[src/rtl/ttm_pkg.sv]
// Shared types and constants of the tap tempo median BPM unit.
// No dependencies; every other file imports this package.
package ttm_pkg;

   typedef struct packed {
      logic [31:0] tap_time_ms;
      logic        from_beat_key;
      logic        beat_key_down;
   } req_item_type;

   typedef struct packed {
      logic [15:0] median_interval_ms;
      logic [23:0] bpm_q8;
      logic        interval_accepted;
   } rsp_item_type;

   // window cell controls, driven by the sequencer in the top level
   typedef struct packed {
      logic shift;   // take the neighbour's entry (newest cell: the new interval)
      logic load;    // copy own entry into the circulating slot, clear counts
      logic rotate;  // compare against circulating entry, pass it on
   } cell_ctrl_type;

   localparam logic [0:0]  REG_MIN_INTERVAL = 1'b0;
   localparam logic [0:0]  REG_MAX_INTERVAL = 1'b1;

   localparam logic [15:0] MIN_INTERVAL_RESET = 16'd100;
   localparam logic [15:0] MAX_INTERVAL_RESET = 16'd5000;

   // 60 s * 1000 ms * 256 (Q.8)
   localparam logic [23:0] BPM_Q8_NUM = 24'd15360000;
   localparam int          DIV_STEPS  = 24;

   localparam int          RESET_LIST_LEN = 7;
   localparam logic [15:0] RESET_FILL     = 16'd1000;
   localparam logic [RESET_LIST_LEN-1:0][15:0] RESET_LIST = {
      16'd1000, 16'd1000, 16'd1400, 16'd1000, 16'd1100, 16'd1200, 16'd900
   };

   // reset content of window entry idx (0 = oldest) for a window of wl entries
   function automatic logic [15:0] reset_entry(input int idx, input int wl);
      int k;
      k = idx + RESET_LIST_LEN - wl;
      if (k >= 0 && k < RESET_LIST_LEN) begin
         return RESET_LIST[k];
      end
      return RESET_FILL;
   endfunction

endpackage

[src/rtl/ttm_if.sv]
// Valid/ready channel interfaces for the request and response sides.
// Depends on ttm_pkg for the payload types.
interface ttm_req_if;
   import ttm_pkg::*;
   logic         valid;
   logic         ready;
   req_item_type data;
   modport source (output valid, output data, input ready);
   modport sink   (input valid, input data, output ready);
endinterface

interface ttm_rsp_if;
   import ttm_pkg::*;
   logic         valid;
   logic         ready;
   rsp_item_type data;
   modport source (output valid, output data, input ready);
   modport sink   (input valid, input data, output ready);
endinterface

[src/rtl/ttm_cell.sv]
// One window cell: holds an interval, shifts towards the oldest end, and
// ranks its entry against the others as they circulate round the ring.
// Depends on ttm_pkg.
module ttm_cell #(
   parameter int          WINDOW_LEN  = 7,
   parameter logic [15:0] RESET_VALUE = 16'd1000
) (
   input  logic                   clock,
   input  logic                   reset,
   input  ttm_pkg::cell_ctrl_type ctrl_i,
   input  logic [15:0]            shift_in_i,
   input  logic [15:0]            circ_in_i,
   output logic [15:0]            value_o,
   output logic [15:0]            circ_o,
   output logic                   qualifies_o
);
   import ttm_pkg::*;

   localparam int CW         = $clog2(WINDOW_LEN + 1);
   localparam int MEDIAN_POS = WINDOW_LEN / 2;

   logic [15:0]   value_ff, value_in;
   logic [15:0]   circ_ff, circ_in;
   logic [CW-1:0] gt_ff, gt_in;
   logic [CW-1:0] ge_ff, ge_in;

   always_comb begin
      value_in = ctrl_i.shift ? shift_in_i : value_ff;
      circ_in  = circ_ff;
      gt_in    = gt_ff;
      ge_in    = ge_ff;
      if (ctrl_i.load) begin
         circ_in = value_ff;
         gt_in   = '0;
         ge_in   = '0;
      end else if (ctrl_i.rotate) begin
         circ_in = circ_in_i;
         gt_in   = gt_ff + CW'(circ_ff > value_ff);
         ge_in   = ge_ff + CW'(circ_ff >= value_ff);
      end
   end

   always_ff @(posedge clock) begin
      if (reset) begin
         value_ff <= RESET_VALUE;
      end else begin
         value_ff <= value_in;
      end
      circ_ff <= circ_in;
      gt_ff   <= gt_in;
      ge_ff   <= ge_in;
   end

   // descending order: entry sits at MEDIAN_POS when at most that many are
   // strictly larger and more than that many are larger or equal
   assign qualifies_o = (gt_ff <= CW'(MEDIAN_POS)) && (ge_ff > CW'(MEDIAN_POS));
   assign value_o     = value_ff;
   assign circ_o      = circ_ff;

endmodule

[src/rtl/ttm_div.sv]
// Restoring divider, one quotient bit per cycle, 24-bit dividend by 16-bit
// divisor. A zero divisor gives an all-ones quotient. Depends on ttm_pkg.
module ttm_div (
   input  logic        clock,
   input  logic        reset,
   input  logic        start_i,
   input  logic [23:0] dividend_i,
   input  logic [15:0] divisor_i,
   output logic        done_o,
   output logic [23:0] quotient_o
);
   import ttm_pkg::*;

   localparam int SW = $clog2(DIV_STEPS);

   logic          busy_ff, busy_in;
   logic          done_ff, done_in;
   logic [SW-1:0] step_ff, step_in;
   logic [15:0]   rem_ff, rem_in;
   logic [23:0]   quot_ff, quot_in;
   logic [15:0]   dvs_ff, dvs_in;
   logic [16:0]   trial;
   logic          fits;

   always_comb begin
      trial   = {rem_ff, quot_ff[23]};
      fits    = trial >= {1'b0, dvs_ff};
      busy_in = busy_ff;
      done_in = 1'b0;
      step_in = step_ff;
      rem_in  = rem_ff;
      quot_in = quot_ff;
      dvs_in  = dvs_ff;
      if (start_i) begin
         busy_in = 1'b1;
         step_in = '0;
         rem_in  = '0;
         quot_in = dividend_i;
         dvs_in  = divisor_i;
      end else if (busy_ff) begin
         rem_in  = fits ? 16'(trial - {1'b0, dvs_ff}) : trial[15:0];
         quot_in = {quot_ff[22:0], fits};
         step_in = step_ff + 1'b1;
         if (step_ff == SW'(DIV_STEPS - 1)) begin
            busy_in = 1'b0;
            done_in = 1'b1;
         end
      end
   end

   always_ff @(posedge clock) begin
      if (reset) begin
         busy_ff <= 1'b0;
         done_ff <= 1'b0;
         step_ff <= '0;
      end else begin
         busy_ff <= busy_in;
         done_ff <= done_in;
         step_ff <= step_in;
      end
      rem_ff  <= rem_in;
      quot_ff <= quot_in;
      dvs_ff  <= dvs_in;
   end

   assign done_o     = done_ff;
   assign quotient_o = quot_ff;

endmodule

[src/rtl/tap_tempo_median_bpm_unit.sv]
// Tap tempo estimator: sliding window of beat intervals, median, BPM in Q.8.
// From request transfer to response valid: one load, WINDOW_LEN ranking
// passes round the cell ring, one select, 24 divider steps, the divider done
// strobe and one output load. One item at a time: the next request is taken
// once the response sits in the output register. Sync reset restores the
// control state, the limits, the last tap time and the window contents.
module tap_tempo_median_bpm_unit #(
   parameter int WINDOW_LEN = 7
) (
   input  logic        clock,
   input  logic        reset,
   ttm_req_if.sink     req_chan,
   ttm_rsp_if.source   rsp_chan,
   input  logic        psel,
   input  logic        penable,
   input  logic        pwrite,
   input  logic [2:0]  paddr,
   input  logic [31:0] pwdata,
   output logic [31:0] prdata,
   output logic        pready
);
   import ttm_pkg::*;

   localparam int RCW = $clog2(WINDOW_LEN);

   localparam logic [2:0] ST_IDLE   = 3'd0;
   localparam logic [2:0] ST_LOAD   = 3'd1;
   localparam logic [2:0] ST_RANK   = 3'd2;
   localparam logic [2:0] ST_SELECT = 3'd3;
   localparam logic [2:0] ST_DIV    = 3'd4;
   localparam logic [2:0] ST_OUT    = 3'd5;

   logic [2:0]     state_ff, state_in;
   logic [RCW-1:0] rank_ff, rank_in;
   logic [15:0]    min_ff, min_in;
   logic [15:0]    max_ff, max_in;
   logic [31:0]    last_tap_ff, last_tap_in;
   logic           acc_ff, acc_in;
   logic [15:0]    med_ff, med_in;
   logic           rsp_valid_ff, rsp_valid_in;
   rsp_item_type   rsp_data_ff, rsp_data_in;

   logic          req_fire;
   logic          cfg_write;
   logic [31:0]   diff;
   logic          in_range;
   logic          take;
   logic          out_free;
   logic [15:0]   sel_med;
   logic          div_start;
   logic          div_done;
   logic [23:0]   quotient;
   cell_ctrl_type cell_ctrl;

   logic [WINDOW_LEN-1:0][15:0] window_values;
   logic [WINDOW_LEN-1:0][15:0] circ_values;
   logic [WINDOW_LEN-1:0]       qualify;

   assign req_fire  = req_chan.valid && req_chan.ready;
   assign cfg_write = psel && penable && pwrite && pready;
   assign diff      = req_chan.data.tap_time_ms - last_tap_ff;
   assign in_range  = !diff[31] && (diff > {16'h0, min_ff}) && (diff < {16'h0, max_ff});
   assign take      = req_fire && req_chan.data.beat_key_down
                      && req_chan.data.from_beat_key && in_range;
   assign out_free  = !rsp_valid_ff || rsp_chan.ready;
   assign div_start = (state_ff == ST_SELECT);

   assign cell_ctrl.shift  = take;
   assign cell_ctrl.load   = (state_ff == ST_LOAD);
   assign cell_ctrl.rotate = (state_ff == ST_RANK);

   // window ring: entry 0 is the oldest, the new interval enters at the top
   for (genvar i = 0; i < WINDOW_LEN; i++) begin : g_cell
      localparam int NEXT = (i + 1) % WINDOW_LEN;
      logic [15:0] shift_src;
      if (i == WINDOW_LEN - 1) begin : g_top
         assign shift_src = diff[15:0];
      end else begin : g_mid
         assign shift_src = window_values[i+1];
      end
      ttm_cell #(
         .WINDOW_LEN  (WINDOW_LEN),
         .RESET_VALUE (reset_entry(i, WINDOW_LEN))
      ) u_cell (
         .clock       (clock),
         .reset       (reset),
         .ctrl_i      (cell_ctrl),
         .shift_in_i  (shift_src),
         .circ_in_i   (circ_values[NEXT]),
         .value_o     (window_values[i]),
         .circ_o      (circ_values[i]),
         .qualifies_o (qualify[i])
      );
   end

   // all qualifying cells hold the same value; lowest index wins
   always_comb begin
      sel_med = '0;
      for (int i = WINDOW_LEN - 1; i >= 0; i--) begin
         if (qualify[i]) begin
            sel_med = window_values[i];
         end
      end
   end

   ttm_div u_div (
      .clock      (clock),
      .reset      (reset),
      .start_i    (div_start),
      .dividend_i (BPM_Q8_NUM + 24'(sel_med[15:1])),
      .divisor_i  (sel_med),
      .done_o     (div_done),
      .quotient_o (quotient)
   );

   always_comb begin
      state_in     = state_ff;
      rank_in      = rank_ff;
      last_tap_in  = last_tap_ff;
      acc_in       = acc_ff;
      med_in       = med_ff;
      rsp_valid_in = rsp_valid_ff && !rsp_chan.ready;
      rsp_data_in  = rsp_data_ff;
      min_in       = min_ff;
      max_in       = max_ff;

      if (cfg_write) begin
         unique case (paddr[2])
            REG_MIN_INTERVAL: min_in = pwdata[15:0];
            REG_MAX_INTERVAL: max_in = pwdata[15:0];
            default:          min_in = min_ff;
         endcase
      end

      unique case (state_ff)
         ST_IDLE: begin
            if (req_fire && req_chan.data.beat_key_down) begin
               acc_in   = take;
               state_in = ST_LOAD;
               if (req_chan.data.from_beat_key) begin
                  last_tap_in = req_chan.data.tap_time_ms;
               end
            end
         end
         ST_LOAD: begin
            rank_in  = '0;
            state_in = ST_RANK;
         end
         ST_RANK: begin
            rank_in = rank_ff + 1'b1;
            if (rank_ff == RCW'(WINDOW_LEN - 1)) begin
               state_in = ST_SELECT;
            end
         end
         ST_SELECT: begin
            med_in   = sel_med;
            state_in = ST_DIV;
         end
         ST_DIV: begin
            if (div_done) begin
               state_in = ST_OUT;
            end
         end
         ST_OUT: begin
            if (out_free) begin
               rsp_valid_in                   = 1'b1;
               rsp_data_in.median_interval_ms = med_ff;
               rsp_data_in.bpm_q8             = quotient;
               rsp_data_in.interval_accepted  = acc_ff;
               state_in                       = ST_IDLE;
            end
         end
         default: state_in = ST_IDLE;
      endcase
   end

   always_ff @(posedge clock) begin
      if (reset) begin
         state_ff     <= ST_IDLE;
         rank_ff      <= '0;
         last_tap_ff  <= '0;
         min_ff       <= MIN_INTERVAL_RESET;
         max_ff       <= MAX_INTERVAL_RESET;
         rsp_valid_ff <= 1'b0;
      end else begin
         state_ff     <= state_in;
         rank_ff      <= rank_in;
         last_tap_ff  <= last_tap_in;
         min_ff       <= min_in;
         max_ff       <= max_in;
         rsp_valid_ff <= rsp_valid_in;
      end
      acc_ff      <= acc_in;
      med_ff      <= med_in;
      rsp_data_ff <= rsp_data_in;
   end

   always_comb begin
      unique case (paddr[2])
         REG_MIN_INTERVAL: prdata = {16'h0, min_ff};
         REG_MAX_INTERVAL: prdata = {16'h0, max_ff};
         default:          prdata = '0;
      endcase
   end

   assign pready         = 1'b1;
   assign req_chan.ready = (state_ff == ST_IDLE);
   assign rsp_chan.valid = rsp_valid_ff;
   assign rsp_chan.data  = rsp_data_ff;

   // the ranking pass must always find the median
   a_median_found: assert property (@(posedge clock) disable iff (reset)
      (state_ff == ST_SELECT) |-> (|qualify))
      else $error("no window cell qualified as median");

   // window only moves on a request transfer
   a_window_held: assert property (@(posedge clock) disable iff (reset)
      (state_ff != ST_IDLE) |=> $stable(window_values))
      else $error("window changed while an item was in progress");

   a_div_done_state: assert property (@(posedge clock) disable iff (reset)
      div_done |-> (state_ff == ST_DIV))
      else $error("divider finished outside the divide state");

   a_rsp_from_out: assert property (@(posedge clock) disable iff (reset)
      $rose(rsp_valid_ff) |-> ($past(state_ff) == ST_OUT))
      else $error("response raised outside the output state");

endmodule

[src/flat_wrapper.sv]
// flat-port wrapper written by rule: the top's interface ports become plain ports
module tap_tempo_median_bpm_unit_flat import ttm_pkg::*;
#(
   parameter int WINDOW_LEN = 7
)
  (clock, reset, psel, penable, pwrite, paddr, pwdata, prdata, pready, req_chan_valid, req_chan_data, req_chan_ready, rsp_chan_valid, rsp_chan_data, rsp_chan_ready);
  ttm_req_if req_chan_i ();
  ttm_rsp_if rsp_chan_i ();
  input  logic clock;
  input  logic reset;
  input  logic psel;
  input  logic penable;
  input  logic pwrite;
  input  logic [2:0] paddr;
  input  logic [31:0] pwdata;
  output logic [31:0] prdata;
  output logic pready;
  input wire logic [$bits(req_chan_i.valid)-1:0] req_chan_valid;
  input wire logic [$bits(req_chan_i.data)-1:0] req_chan_data;
  output wire logic [$bits(req_chan_i.ready)-1:0] req_chan_ready;
  output wire logic [$bits(rsp_chan_i.valid)-1:0] rsp_chan_valid;
  output wire logic [$bits(rsp_chan_i.data)-1:0] rsp_chan_data;
  input wire logic [$bits(rsp_chan_i.ready)-1:0] rsp_chan_ready;
  assign req_chan_i.valid = req_chan_valid;
  assign req_chan_i.data = req_chan_data;
  assign req_chan_ready = req_chan_i.ready;
  assign rsp_chan_valid = rsp_chan_i.valid;
  assign rsp_chan_data = rsp_chan_i.data;
  assign rsp_chan_i.ready = rsp_chan_ready;
  tap_tempo_median_bpm_unit #(.WINDOW_LEN(WINDOW_LEN)) u_core (.clock(clock), .reset(reset), .req_chan(req_chan_i), .rsp_chan(rsp_chan_i), .psel(psel), .penable(penable), .pwrite(pwrite), .paddr(paddr), .pwdata(pwdata), .prdata(prdata), .pready(pready));
endmodule
[config.mk]
export PLATFORM = sky130hd
export DESIGN_NAME = tap_tempo_median_bpm_unit_flat
export DESIGN_NICKNAME = d
export VERILOG_FILES = /design/src/rtl/ttm_pkg.sv /design/src/rtl/ttm_if.sv /design/src/rtl/ttm_cell.sv /design/src/rtl/ttm_div.sv /design/src/rtl/tap_tempo_median_bpm_unit.sv /design/src/flat_wrapper.sv
export SDC_FILE = /design/constraint.sdc
export NUM_CORES = 1
export LEC_CHECK = 0
export BUFFER_PORTS_ARGS = -buffer_cell sky130_fd_sc_hd__buf_2
export CORE_ASPECT_RATIO = 1.5
export CORE_UTILIZATION = 60
export CTS_CLUSTER_DIAMETER = 120
export CTS_CLUSTER_SIZE = 25
export DETAILED_ROUTE_END_ITERATION = 6
export MAX_ROUTING_LAYER = met4
export PLACE_DENSITY = 0.78
export SYNTH_ARGS = -nofsm -noshare
export SYNTH_HDL_FRONTEND = slang
export SYNTH_SLANG_ARGS = --single-unit
[constraint.sdc]
create_clock -name clock -period 9.3 [get_ports clock]
set_clock_uncertainty 0.05 [all_clocks]
set_input_delay 2.325 -clock clock [delete_from_list [all_inputs] [get_ports clock]]
set_output_delay 2.325 -clock clock [all_outputs]
set_load 0.01 [all_outputs]
* Word-level counts from Yosys, hierarchy flattened *
Index checks and enable logic that the tools add are counted.

word-level totals
  bits in registers = 442
  memory bits (writable) = 0
  output and inout bits = 76
  word-level logic and storage cells = 175
  latch bits = 0
  memories kept = 0
  bits of input ports = 76
  ROM bits = 0

operators by class
  bitwise logic cells = 2
  add/sub/neg operators = 19
  $mul = 0
  divide/modulo/power cells = 0
  equal/unequal tests = 11
  reduce and logical (&&, ||, !) cells = 31
  order comparisons = 31
  multiplexer cells = 37
  shifts and indexed selects = 0

operator list
  kind                                                            number
  two-way mux 16 bit                                              22
  greater-or-equal comparator 16 bit                              7
  > comparator 16 bit                                             7
  one-hot mux 32 bit (2 select lines)                             1
  two-way mux 24 bit                                              2
  adder 3 x 1 -> 3 bit                                            14
  > comparator 32 x 16 -> 1 bit                                   1
  less-than comparator 32 x 16 -> 1 bit                           1
  subtractor 32 bit                                               1
  adder 22 x 16 -> 23 bit, first input constant                   1
  > comparator 3 x 2 -> 1 bit, second input constant              7
  less-or-equal comparator 3 x 2 -> 1 bit, second input constant  7
  one-hot mux 3 bit (6 select lines)                              1
  greater-or-equal comparator 17 x 16 -> 1 bit                    1
  logical AND 1 bit                                               16
  subtractor 16 bit                                               1
  two-way mux 3 bit                                               4
  equality test 3 bit, second input constant                      3
  AND reduction 2 bit                                             4
  equality test 3 x 2 -> 1 bit, second input constant             2
  two-way mux 1 bit                                               6
  != test 2 bit, second input constant                            3
  one-hot mux 3 bit (2 select lines)                              1
  adder 5 x 1 -> 5 bit, second input constant                     1
  other kinds (13)                                                17

* Depth between registers and ports, before layout *
Gate-level depths: netlist (run 1).

  depth in word-level cells = 11
  gate-level depth with buffers = 23

* Cells and area by module *
From an unflattened synthesis (run 1), not the netlist that was laid out.

second synthesis, totals
  cell total of the unflattened synthesis = 2562
  area total of the unflattened synthesis = 25184.2 µm²

by module, submodules not included
  module                                   cells each  instances  area each (µm²)
  tap_tempo_median_bpm_unit                1034        1          8303.0
  ttm_cell at u_core.g_cell[3].u_cell ...  175         4          1929.4
  ttm_cell at u_core.g_cell[0].u_cell ...  174         3          1928.1
  ttm_div                                  306         1          3379.5

* Worst setup path after synthesis (run 1) *
No wires, ideal clock.

  path kind = in2reg
  start = input port req_chan_data[8]
  end = register u_core.g_cell[6].u_cell.value_ff[9]
  setup slack = 2.827 ns
  required time = 9.128 ns
  arrival time = 6.301 ns
  path buffers = 2
  library setup time = 0.122 ns
  stages on the path = 19
  path through = ha_1 > a21o_1 > nor3_1 > a211oi_1 > a221o_1 > a21oi_1 > xnor2_1 > ha_1 > nand4_1 > or2_2 > a211oi_1 > a211oi_1 > nor4_1 > nand3_1 > nor4bb_1 > nand4_1 > buf_4 > buf_6 > mux2i_1

on the way
  longest elaborated chain between the ends = 5
  elaborated cells between the ends (all ways) = 7
  those cells by class = add/sub (1); order compare (2); reduce/logical (4)

ends and longest elaborated chain
  item                           line                             source
  from (decl)                    flat_wrapper.sv:19               input wire logic [$bits(req_chan_i.data)-1:0] req_chan_data;
  subtractor 32 bit *            tap_tempo_median_bpm_unit.sv:61  assign diff = req_chan.data.tap_time_ms - last_tap_ff;
  net u_core.diff[15]            tap_tempo_median_bpm_unit.sv:45  logic [31:0] diff;
  > comparator 32 x 16 -> 1 bit  tap_tempo_median_bpm_unit.sv:62  assign in_range = !diff[31] && (diff > {16'h0, min_ff}) && (diff < {16'h0, max_ff});
  logical AND 1 bit              tap_tempo_median_bpm_unit.sv:62
  logical AND 1 bit *            tap_tempo_median_bpm_unit.sv:62
  logical AND 1 bit *            tap_tempo_median_bpm_unit.sv:64  && req_chan.data.from_beat_key && in_range;
  to (signal assigned)           ttm_cell.sv:47                   value_ff <= value_in;
  to (decl)                      ttm_cell.sv:22                   logic [15:0] value_ff, value_in;

Mark *: on every way through the listed nets, which the timed path passes. The rest lies on a longest branch.
A chain may end at the register's enable or synchronous reset.

* Final worst setup path (run 1) *
  start = input port req_chan_data[3]
  end = register u_core.g_cell[0].u_cell.value_ff[14]

on the way
  longest elaborated chain between the ends = 5
  elaborated cells between the ends (all ways) = 7
  those cells by class = add/sub (1); order compare (2); reduce/logical (4)

ends and longest elaborated chain
  item                           line
  subtractor 32 bit *            tap_tempo_median_bpm_unit.sv:61
  net u_core.diff[15]            tap_tempo_median_bpm_unit.sv:45
  > comparator 32 x 16 -> 1 bit  tap_tempo_median_bpm_unit.sv:62
  logical AND 1 bit              tap_tempo_median_bpm_unit.sv:62
  logical AND 1 bit *            tap_tempo_median_bpm_unit.sv:62
  logical AND 1 bit *            tap_tempo_median_bpm_unit.sv:64
  to (signal assigned)           ttm_cell.sv:47
  to (decl)                      ttm_cell.sv:22

Marks and branches as above.

==> metrics, run 1 <==
internal power 3.03 mW; Synth top area share 23.6%; Synth Instances 2522; final setup margin 2.21 ns; met1 usage in global routing 29.0%; Fillers 3299; min Tclk post-route 7.09 ns; register clock-pin slew on the reported worst setup and hold paths 0.10 ns; Power Density 164 nW/um2; CTS H-tree lvls 1; synthesis-to-finish area growth 5.68%; post-route setup TNS 0 ns; R2R Setup Slk 3.66 ns; CTS Buf Count 21; Core ar. 40400 um2; CP max FO 112; Final Hold Viols 0; CP Launch Type input pin; clock tree buffer depth 3; most area-consuming cells after synthesis edfxtp_1, dfxtp_1, ha_1; Final #Nets 2854; Ports 152; Final HPWL DP 41300 um; CP peak stage delay 0.50 ns; initial antenna violation count 0; largest net degree at the start of global routing 151; Crit Reg-Reg Endpoint u_core.g_cell[0].u_cell.value_o[14]; MaxCap Viol Count 0; status finished clean; First-pass DRT Iterations 7; Pleak 11.0 nW; via count 18000; area leader, netlist edfxtp_1; sequential share of power 52.6%; NetSw 1.26 mW; Setup CP Type in2reg; Reg area 10800 um2; worst hold path class reg2reg; met3 usage 1.88%; worst hold stages 0; Total GRT Usage 27.2%; pre-CTS setup slack 1.71 ns; Reg2Reg Depth 19; worst vdd ir 121 uV; Max Slew Vio Count 0; sequential area share after synthesis 43.7%; Final setup viols 0; share of layout cells above drive strength 1 11.6%; Cell variety after synth 68; Vert. Die Dim 250 um; initial core utilization 61.1%; drt drc 0; WHS Endpoint u_core.rsp_chan.data[23]; CP top delay family compound AO/OA/AOI/OAI gates; Worst-Margin Slew 1.31 ns; antenna fix cells 0; Most Used Layer, Global Route met2; I/O Buffers 116; cell count along the critical path 19; top-count cell post-synth dfxtp_1; Post-synth EDFFs 194; Wirelength per Cell 18.1 um; WL final 55600 um; number of buffers inserted by post-CTS setup repair 0; R2R Path Start u_core.last_tap_ff[1]; Syn. warnings 0; Worst setup EP type register; sw frac 29.3%; number of global-route vias before repair 17900; cts hold-fix bufs 0; die width 168 um; initial DRC count 965; Hold Crit Start u_core.u_div.quotient_o[22]; Avg Inst Size Synth 9.79 um2; register bit total from synthesis 442; final worst-path cycle share 76.2%; Synth Flop Type dfxtp_1; Comb pwr share 23.1%; routability congestion estimate 0.938; CTS Sinks 442; area of the multi-input gates 12500 um2; WP buf/inv 2; DIE AREA 42000 um2; CP dominant cell by count a211oi_1; PostCTS Resize Cnt 0; Overflow after GRT 0; mapped cell area 24700 um2; clock network power share 24.3%; average vias per placed instance 5.86; commonest cells in the netlist dfxtp_1, nand2_1, ha_1; Root Driver clkbuf_16; CP Cell Sequence buf_2 -> ha_1 -> nor2b_1 -> o31ai_2 -> a211oi_1 -> a221o_1 -> a21oi_1 -> xnor2_1 -> ha_1 -> nand4_1 -> or2_2 -> a211oi_1 -> a211oi_1 -> nor4_1 -> nand3_1 -> nor4bb_1 -> nand4_1 -> buf_12 -> mux2i_1; global-route wire length before repair 88600 um; Clk Latency, worst-skew pair 0.56 ns; Slew HR 12.2%; Worst Path Required 9.67 ns; crit path max-delay cell type a221o_1; DRT antenna net count 0; clock tree from TritonCTS done; Core Rows 90; RSZ-0062 raised after global routing false; grt met2 use 49.3%; crit path DAT 7.45 ns; async set-reset flop share out of synthesis 0%; maximum clock rate 141 MHz
## power by group through the flow
stage,clock network (mW),logic [mW],registers [mW]
after global placement,0,0.944,2.29
final,1.04,0.988,2.26
after detailed placement,0,0.985,2.30
after floorplan,0,0.745,2.27
after global routing,1.13,1.11,2.27
after CTS,1.07,0.991,2.25
## layout make-up
cell class	instances	share of cell area [%]
timing repair buffer	133	2.79
clock inverter	2	0.0671
tap	506	2.43
sequential	442	41.4
multi-input combinational	1741	48.0
clock buffer	36	2.23
inverter	215	3.10
## per-stage QoR
step / instance area [um2] / power [mW] / cells / hold slack [ns] / utilization (%)
global route: 26100 / 4.51 / 3075 / 0.416 / 64.5
detailed placement: 25500 / 3.28 / 3037 / 0.379 / 63.0
CTS: 26100 / 4.32 / 3075 / 0.404 / 64.5
floorplan: 24700 / 3.02 / 2537 / 0.350 / -
global placement: 25500 / 3.23 / 3037 / 0.379 / 63.0
finish: 26100 / 4.29 / 3075 / 0.403 / 64.5
## state kept, by name, indices dropped and copies added, names as in the netlist, 3 cells and up
register / flops
u_core.g_cell.u_cell.circ_o: 112
u_core.g_cell.u_cell.value_o: 112
u_core.rsp_chan.data: 41
u_core.last_tap_ff: 32
u_core.u_div.quotient_o: 24
u_core.g_cell.u_cell.ge_ff: 21
u_core.g_cell.u_cell.gt_ff: 21
u_core.max_ff: 16
u_core.med_ff: 16
u_core.min_ff: 16
u_core.u_div.rem_ff: 16
u_core.u_div.step_ff: 5
u_core.rank_ff: 3
u_core.state_ff: 3
## logic make-up after synthesis
group,share of synthesized area [%]
other,0.0304
AO/OA/AOI/OAI,13.2
AND/OR/NAND/NOR,13.5
flip-flops,43.7
XOR/XNOR,1.92
buffers and inverters,5.92
adder cells (fa/ha/maj),11.4
multiplexers,10.3
## how the worst max path moves through the flow
stage                                               end              from  slack [ns]
finish              u_core.g_cell[0].u_cell.value_o[14]  req_chan_data[3]        2.21
global route         u_core.g_cell[0].u_cell.value_o[9]  req_chan_data[8]        1.87
CTS                 u_core.g_cell[0].u_cell.value_o[10]  req_chan_data[8]        2.32
detailed placement  u_core.g_cell[2].u_cell.value_o[10]  req_chan_data[8]        1.71
global placement    u_core.g_cell[0].u_cell.value_o[10]  req_chan_data[8]        1.84
floorplan            u_core.g_cell[6].u_cell.value_o[9]  req_chan_data[8]        2.83
## metal layers
layer	vias up	wire length, um
met5	-	0
met4	0	3500
met3	147	1640
met2	405	29000
met1	8532	21400
li1	8929	-
## placed cells by master, fill, tap and decap left out, drive strengths merged, types with 9 or more instances in the layout
cell type | netlist | routed
a211o | 9 | 9
a211oi | 54 | 54
a21o | 28 | 28
a21oi | 193 | 193
a221oi | 17 | 17
a22o | 28 | 28
buf | 34 | 133
clkbuf | 105 | 36
conb | 2 | 17
dfxtp | 248 | 248
edfxtp | 194 | 194
ha | 222 | 222
inv | 215 | 217
mux2 | 118 | 118
mux2i | 122 | 122
nand2 | 223 | 223
nand2b | 123 | 123
nand3 | 24 | 24
nand4 | 36 | 36
nor2 | 164 | 164
nor2b | 33 | 33
nor3 | 30 | 30
o21a | 41 | 41
o21ai | 90 | 90
or2 | 9 | 9
or3 | 10 | 10
xnor2 | 22 | 22
xor2 | 32 | 32
## worst reg2reg max path, stage by stage, from the launching register on
cell and delay (ns):
dfxtp_1 0.39, inv_1 0.06, ha_1 0.27, nor2b_1 0.15, o31ai_2 0.31, a211oi_1 0.20
a221o_1 0.50, a21oi_1 0.41, xnor2_1 0.32, ha_1 0.39, nand4_1 0.16, or2_2 0.33
a211oi_1 0.22, a211oi_1 0.12, nor4_1 0.31, nand3_1 0.14, nor4bb_1 0.29, nand4_1 0.18
buf_12 0.33, mux2i_1 0.35
Power figures use the tool's default switching activity.
==> run 2, diff against run 1 <==
- clock period: 9.3 -> 6.79 ns (I/O delays scaled with it)
==> metrics, run 2 (synthesis results as in run 1) <==
RSZ-0062 raised after global routing false; initial antenna violation count 1; status finished clean; synthesis-to-finish area growth 6.80%; Comb pwr share 23.5%; final worst-path cycle share 89.5%; drt drc 0; min Tclk post-route 6.07 ns; CTS H-tree lvls 1; maximum clock rate 165 MHz; post-route setup TNS 0 ns; routability congestion estimate 0.918; average vias per placed instance 5.80; Final HPWL DP 42400 um; register clock-pin slew on the reported worst setup and hold paths 0.10 ns; sequential share of power 52.5%; antenna fix cells 0; worst vdd ir 221 uV; Total GRT Usage 27.8%; Worst Setup SP req_chan_data[3]; Hold Slack 0.398 ns; pre-CTS setup slack 0.232 ns; internal power 4.16 mW; Final Hold Viols 0; Core Rows 90; post-placement cell count 3068; Hold Crit Start u_core.u_div.quotient_o[17]; via count 18000; commonest non-fill, non-tap cell in the layout dfxtp_1; Final #Nets 2885; First-pass DRT Iterations 5; MaxCap Viol Count 0; Worst-Margin Slew 1.24 ns; clock tree buffer depth 3; worst hold path class reg2reg; Max Slew Vio Count 0; PostCTS Resize Cnt 0; initial core utilization 61.1%; number of global-route vias before repair 18100; die width 168 um; clock network power share 24.0%; Wirelength per Cell 18.2 um; global-route wire length before repair 90200 um; Setup CP Type in2reg; number of buffers inserted by post-CTS setup repair 0; final core occ 65.2%; DIE AREA 42000 um2; final setup margin 0.716 ns; Core ar. 40400 um2; CP Launch Type input pin; CTS Buf Count 21; NetSw 1.73 mW; CTS Sinks 442; crit path DAT 6.46 ns; DRT antenna net count 0; R2R Path Start u_core.last_tap_ff[1]; clock tree from TritonCTS done; Overflow after GRT 0; Pleak 11.2 nW; WL final 56600 um; Power Density 223 nW/um2; Vert. Die Dim 250 um; Worst setup EP type register; I/O Buffers 116; Worst Path Required 7.18 ns; Final setup viols 0; initial DRC count 966; Clk Latency, worst-skew pair 0.55 ns; sw frac 29.3%; Ports 152; share of layout cells above drive strength 1 12.7%; Slew HR 17.0%; fin cells 3105; Root Driver clkbuf_16; largest net degree at the start of global routing 118; commonest non-fill, non-tap cells in the layout dfxtp_1, nand2_1, ha_1, inv_1, edfxtp_1; cts hold-fix bufs 0; CP max FO 21
## run 2: changes by cell type in the layout (fill, tap and decap cells not counted), sizes merged
cell	change
buf	+31
inv	-1
## run 2: power groups by stage
stage	clock, mW	combinational (mW)	sequential (mW)
floorplan	0	1.02	3.11
global placement	0	1.31	3.14
detailed placement	0	1.37	3.15
CTS	1.45	1.38	3.09
global route	1.54	1.54	3.11
finish	1.41	1.38	3.09
## run 2: cell type report
type | count | area (um2)
inverters | 215 | 810
clock buffers | 36 | 582
repair buffers | 164 | 1010
clock inverters | 1 | 8.76
flip-flops and latches | 442 | 10800
fillers | 3251 | 14100
well taps | 506 | 633
multi-input cells | 1741 | 12500
## run 2: layer usage
metal	global-route usage (%)	part of all wire, %	vias to the layer above
met3	2.01	2.8	153
met4	15.3	5.6	0
met1	29.4	39	8469
met5	-	0	-
li1	-	-	8981
met2	51.0	53	419
## run 2: path summary, 6_finish.rpt
| path | endpoint | slack (ns) | cells past startpoint |
|---|---|---|---|
| worst max register to register | u_core.g_cell[2].u_cell.value_o[10] | 1.55 | 21 |
| worst min register to register | u_core.rsp_chan.data[18] | 0.40 | 0 |
| worst min-delay path | u_core.rsp_chan.data[18] | 0.40 | 0 |
| worst max-delay path | u_core.g_cell[2].u_cell.value_o[10] | 0.72 | 21 |
## run 2: worst max-delay path, stage by stage
cell,delay [ns]
buf_2,0.12
ha_1,0.28
nor2b_1,0.15
o31ai_2,0.36
a211oi_1,0.22
a221o_1,0.46
a31oi_1,0.22
xnor2_1,0.11
buf_4,0.18
ha_1,0.30
nand4_1,0.13
or2_2,0.34
a211oi_1,0.21
a211oi_1,0.13
nor4_1,0.33
nand3_1,0.16
nor4bb_1,0.29
nand4_1,0.18
buf_12,0.22
buf_12,0.19
mux2i_1,0.13
## run 2: per-stage QoR
stage | area, um2 | power [mW]
5_1_grt | 26400 | 6.19
3_3_place_gp | 25800 | 4.45
2_1_floorplan | 24700 | 4.13
6_report | 26400 | 5.89
4_1_cts | 26400 | 5.92
3_5_place_dp | 25800 | 4.52
==> run 3, diff against run 2 <==
- CORE_UTILIZATION: 60 -> 42
- PLACE_DENSITY: 0.78 -> 0.58
- clock period: 6.79 -> 7.8 ns (I/O delays scaled with it)
==> metrics, run 3 (synthesis results as in run 1) <==
Worst Setup SP req_chan_data[2]; initial antenna violation count 0; Fillers 5628; Max Slew Vio Count 0; antenna fix cells 0; CTS Sinks 442; Reg2Reg Depth 20; maximum clock rate 147 MHz; CP Launch Type input pin; post-route setup TNS 0 ns; Hold Slack 0.393 ns; RSZ-0062 raised after global routing false; synthesis-to-finish area growth 7.32%; initial core utilization 42.6%; drt drc 0; Pleak 11.1 nW; number of global-route vias before repair 17800; clock tree buffer depth 3; DRT antenna net count 0; global-route wire length before repair 94200 um; Ports 152; Setup CP Type in2reg; die width 200 um; Final #Nets 2865; Final setup viols 0; DIE AREA 59800 um2; commonest non-fill, non-tap cell in the layout dfxtp_1; commonest non-fill, non-tap cells in the layout dfxtp_1, nand2_1, ha_1, inv_1, edfxtp_1; clock tree from TritonCTS done; final worst-path cycle share 87.0%; Core ar. 58000 um2; PostCTS Resize Cnt 0; Vert. Die Dim 299 um; Wirelength per Cell 18.0 um; I/O Buffers 116; Slew HR 22.1%; CTS H-tree lvls 1; CP max FO 112; MaxCap Viol Count 0; routability congestion estimate 0.914; Core Rows 108; First-pass DRT Iterations 5; min Tclk post-route 6.79 ns; final core occ 45.7%; Final Hold Viols 0; average vias per placed instance 5.29; Total GRT Usage 20.8%; Root Driver clkbuf_16; number of buffers inserted by post-CTS setup repair 0; CTS Buf Count 21; worst vdd ir 174 uV; Overflow after GRT 0; Final HPWL DP 44700 um; Clk Latency, worst-skew pair 0.57 ns; Power, Total 5.14 mW; Hold Crit Start u_core.u_div.quotient_o[20]; register clock-pin slew on the reported worst setup and hold paths 0.10 ns; via count 17700; share of layout cells above drive strength 1 11.9%; Worst Path Required 8.16 ns; worst hold stages 0; crit path DAT 7.15 ns; Power Density 194 nW/um2; R2R Path Start u_core.last_tap_ff[1]; WL final 60400 um; initial DRC count 662; largest net degree at the start of global routing 113; cts hold-fix bufs 0; worst hold path class reg2reg; Worst setup EP type register; status finished clean; Worst-Margin Slew 1.17 ns
==> run 3: changes by cell type in the layout (fill, tap and decap cells not counted) <==
cell / delta
nor2b_2: -1
buf_12: -4
nor2b_1: +1
buf_4: -16
==> run 3: worst max-delay path, cell delays in order <==
cell	delay (ns)
buf_2	0.10
inv_1	0.04
ha_1	0.22
fa_1	0.41
nand2b_1	0.18
a21oi_1	0.22
o21ai_0	0.19
o21a_1	0.23
nor2_1	0.19
nor2_1	0.08
xnor2_1	0.45
buf_4	0.22
ha_1	0.16
nand4_1	0.17
or2_2	0.34
a211oi_1	0.22
a211oi_1	0.12
nor4_1	0.30
nand3_1	0.15
nor4bb_1	0.29
nand4_1	0.18
buf_12	0.31
mux2i_1	0.24
==> run 3: final cells by class <==
cell class | count | area (um2) | area share (%)
clock buffer | 36 | 582 | 2.20
inverter | 215 | 810 | 3.06
sequential | 442 | 10800 | 40.7
multi-input combinational | 1741 | 12500 | 47.3
tap | 770 | 963 | 3.64
clock inverter | 1 | 8.76 | 0.0331
timing repair buffer | 144 | 810 | 3.06
==> run 3: report_power, final <==
part	switching (mW)	internal, mW	total (mW)	leakage (nW)
Clock	0.745	0.518	1.26	0.281
Combinational	0.682	0.511	1.19	7.01
Sequential	0.102	2.59	2.69	3.79
Total	1.53	3.62	5.14	11.1
==> run 3: stage by stage <==
step	setup WS, ns	cell area (um2)	cells
final	1.01	26500	3349
after CTS	1.07	26500	3349
after global routing	0.769	26500	3349
after detailed placement	0.462	25900	3312
after floorplan	1.70	24700	2537
after global placement	0.570	25900	3312
==> run 3: per-layer routing <==
layer	wire (um)	global-route usage [%]	vias up
li1	-	-	8940
met5	0	-	-
met4	2860	9.47	0
met3	1570	1.56	97
met1	24200	22.5	8392
met2	31700	38.1	298
==> run 3: final timing paths <==
check                                        end  slack (ns)
max          u_core.g_cell[3].u_cell.value_o[13]        1.01
min                     u_core.rsp_chan.data[21]        0.39
max reg2reg  u_core.g_cell[3].u_cell.value_o[13]        2.17
min reg2reg             u_core.rsp_chan.data[21]        0.39
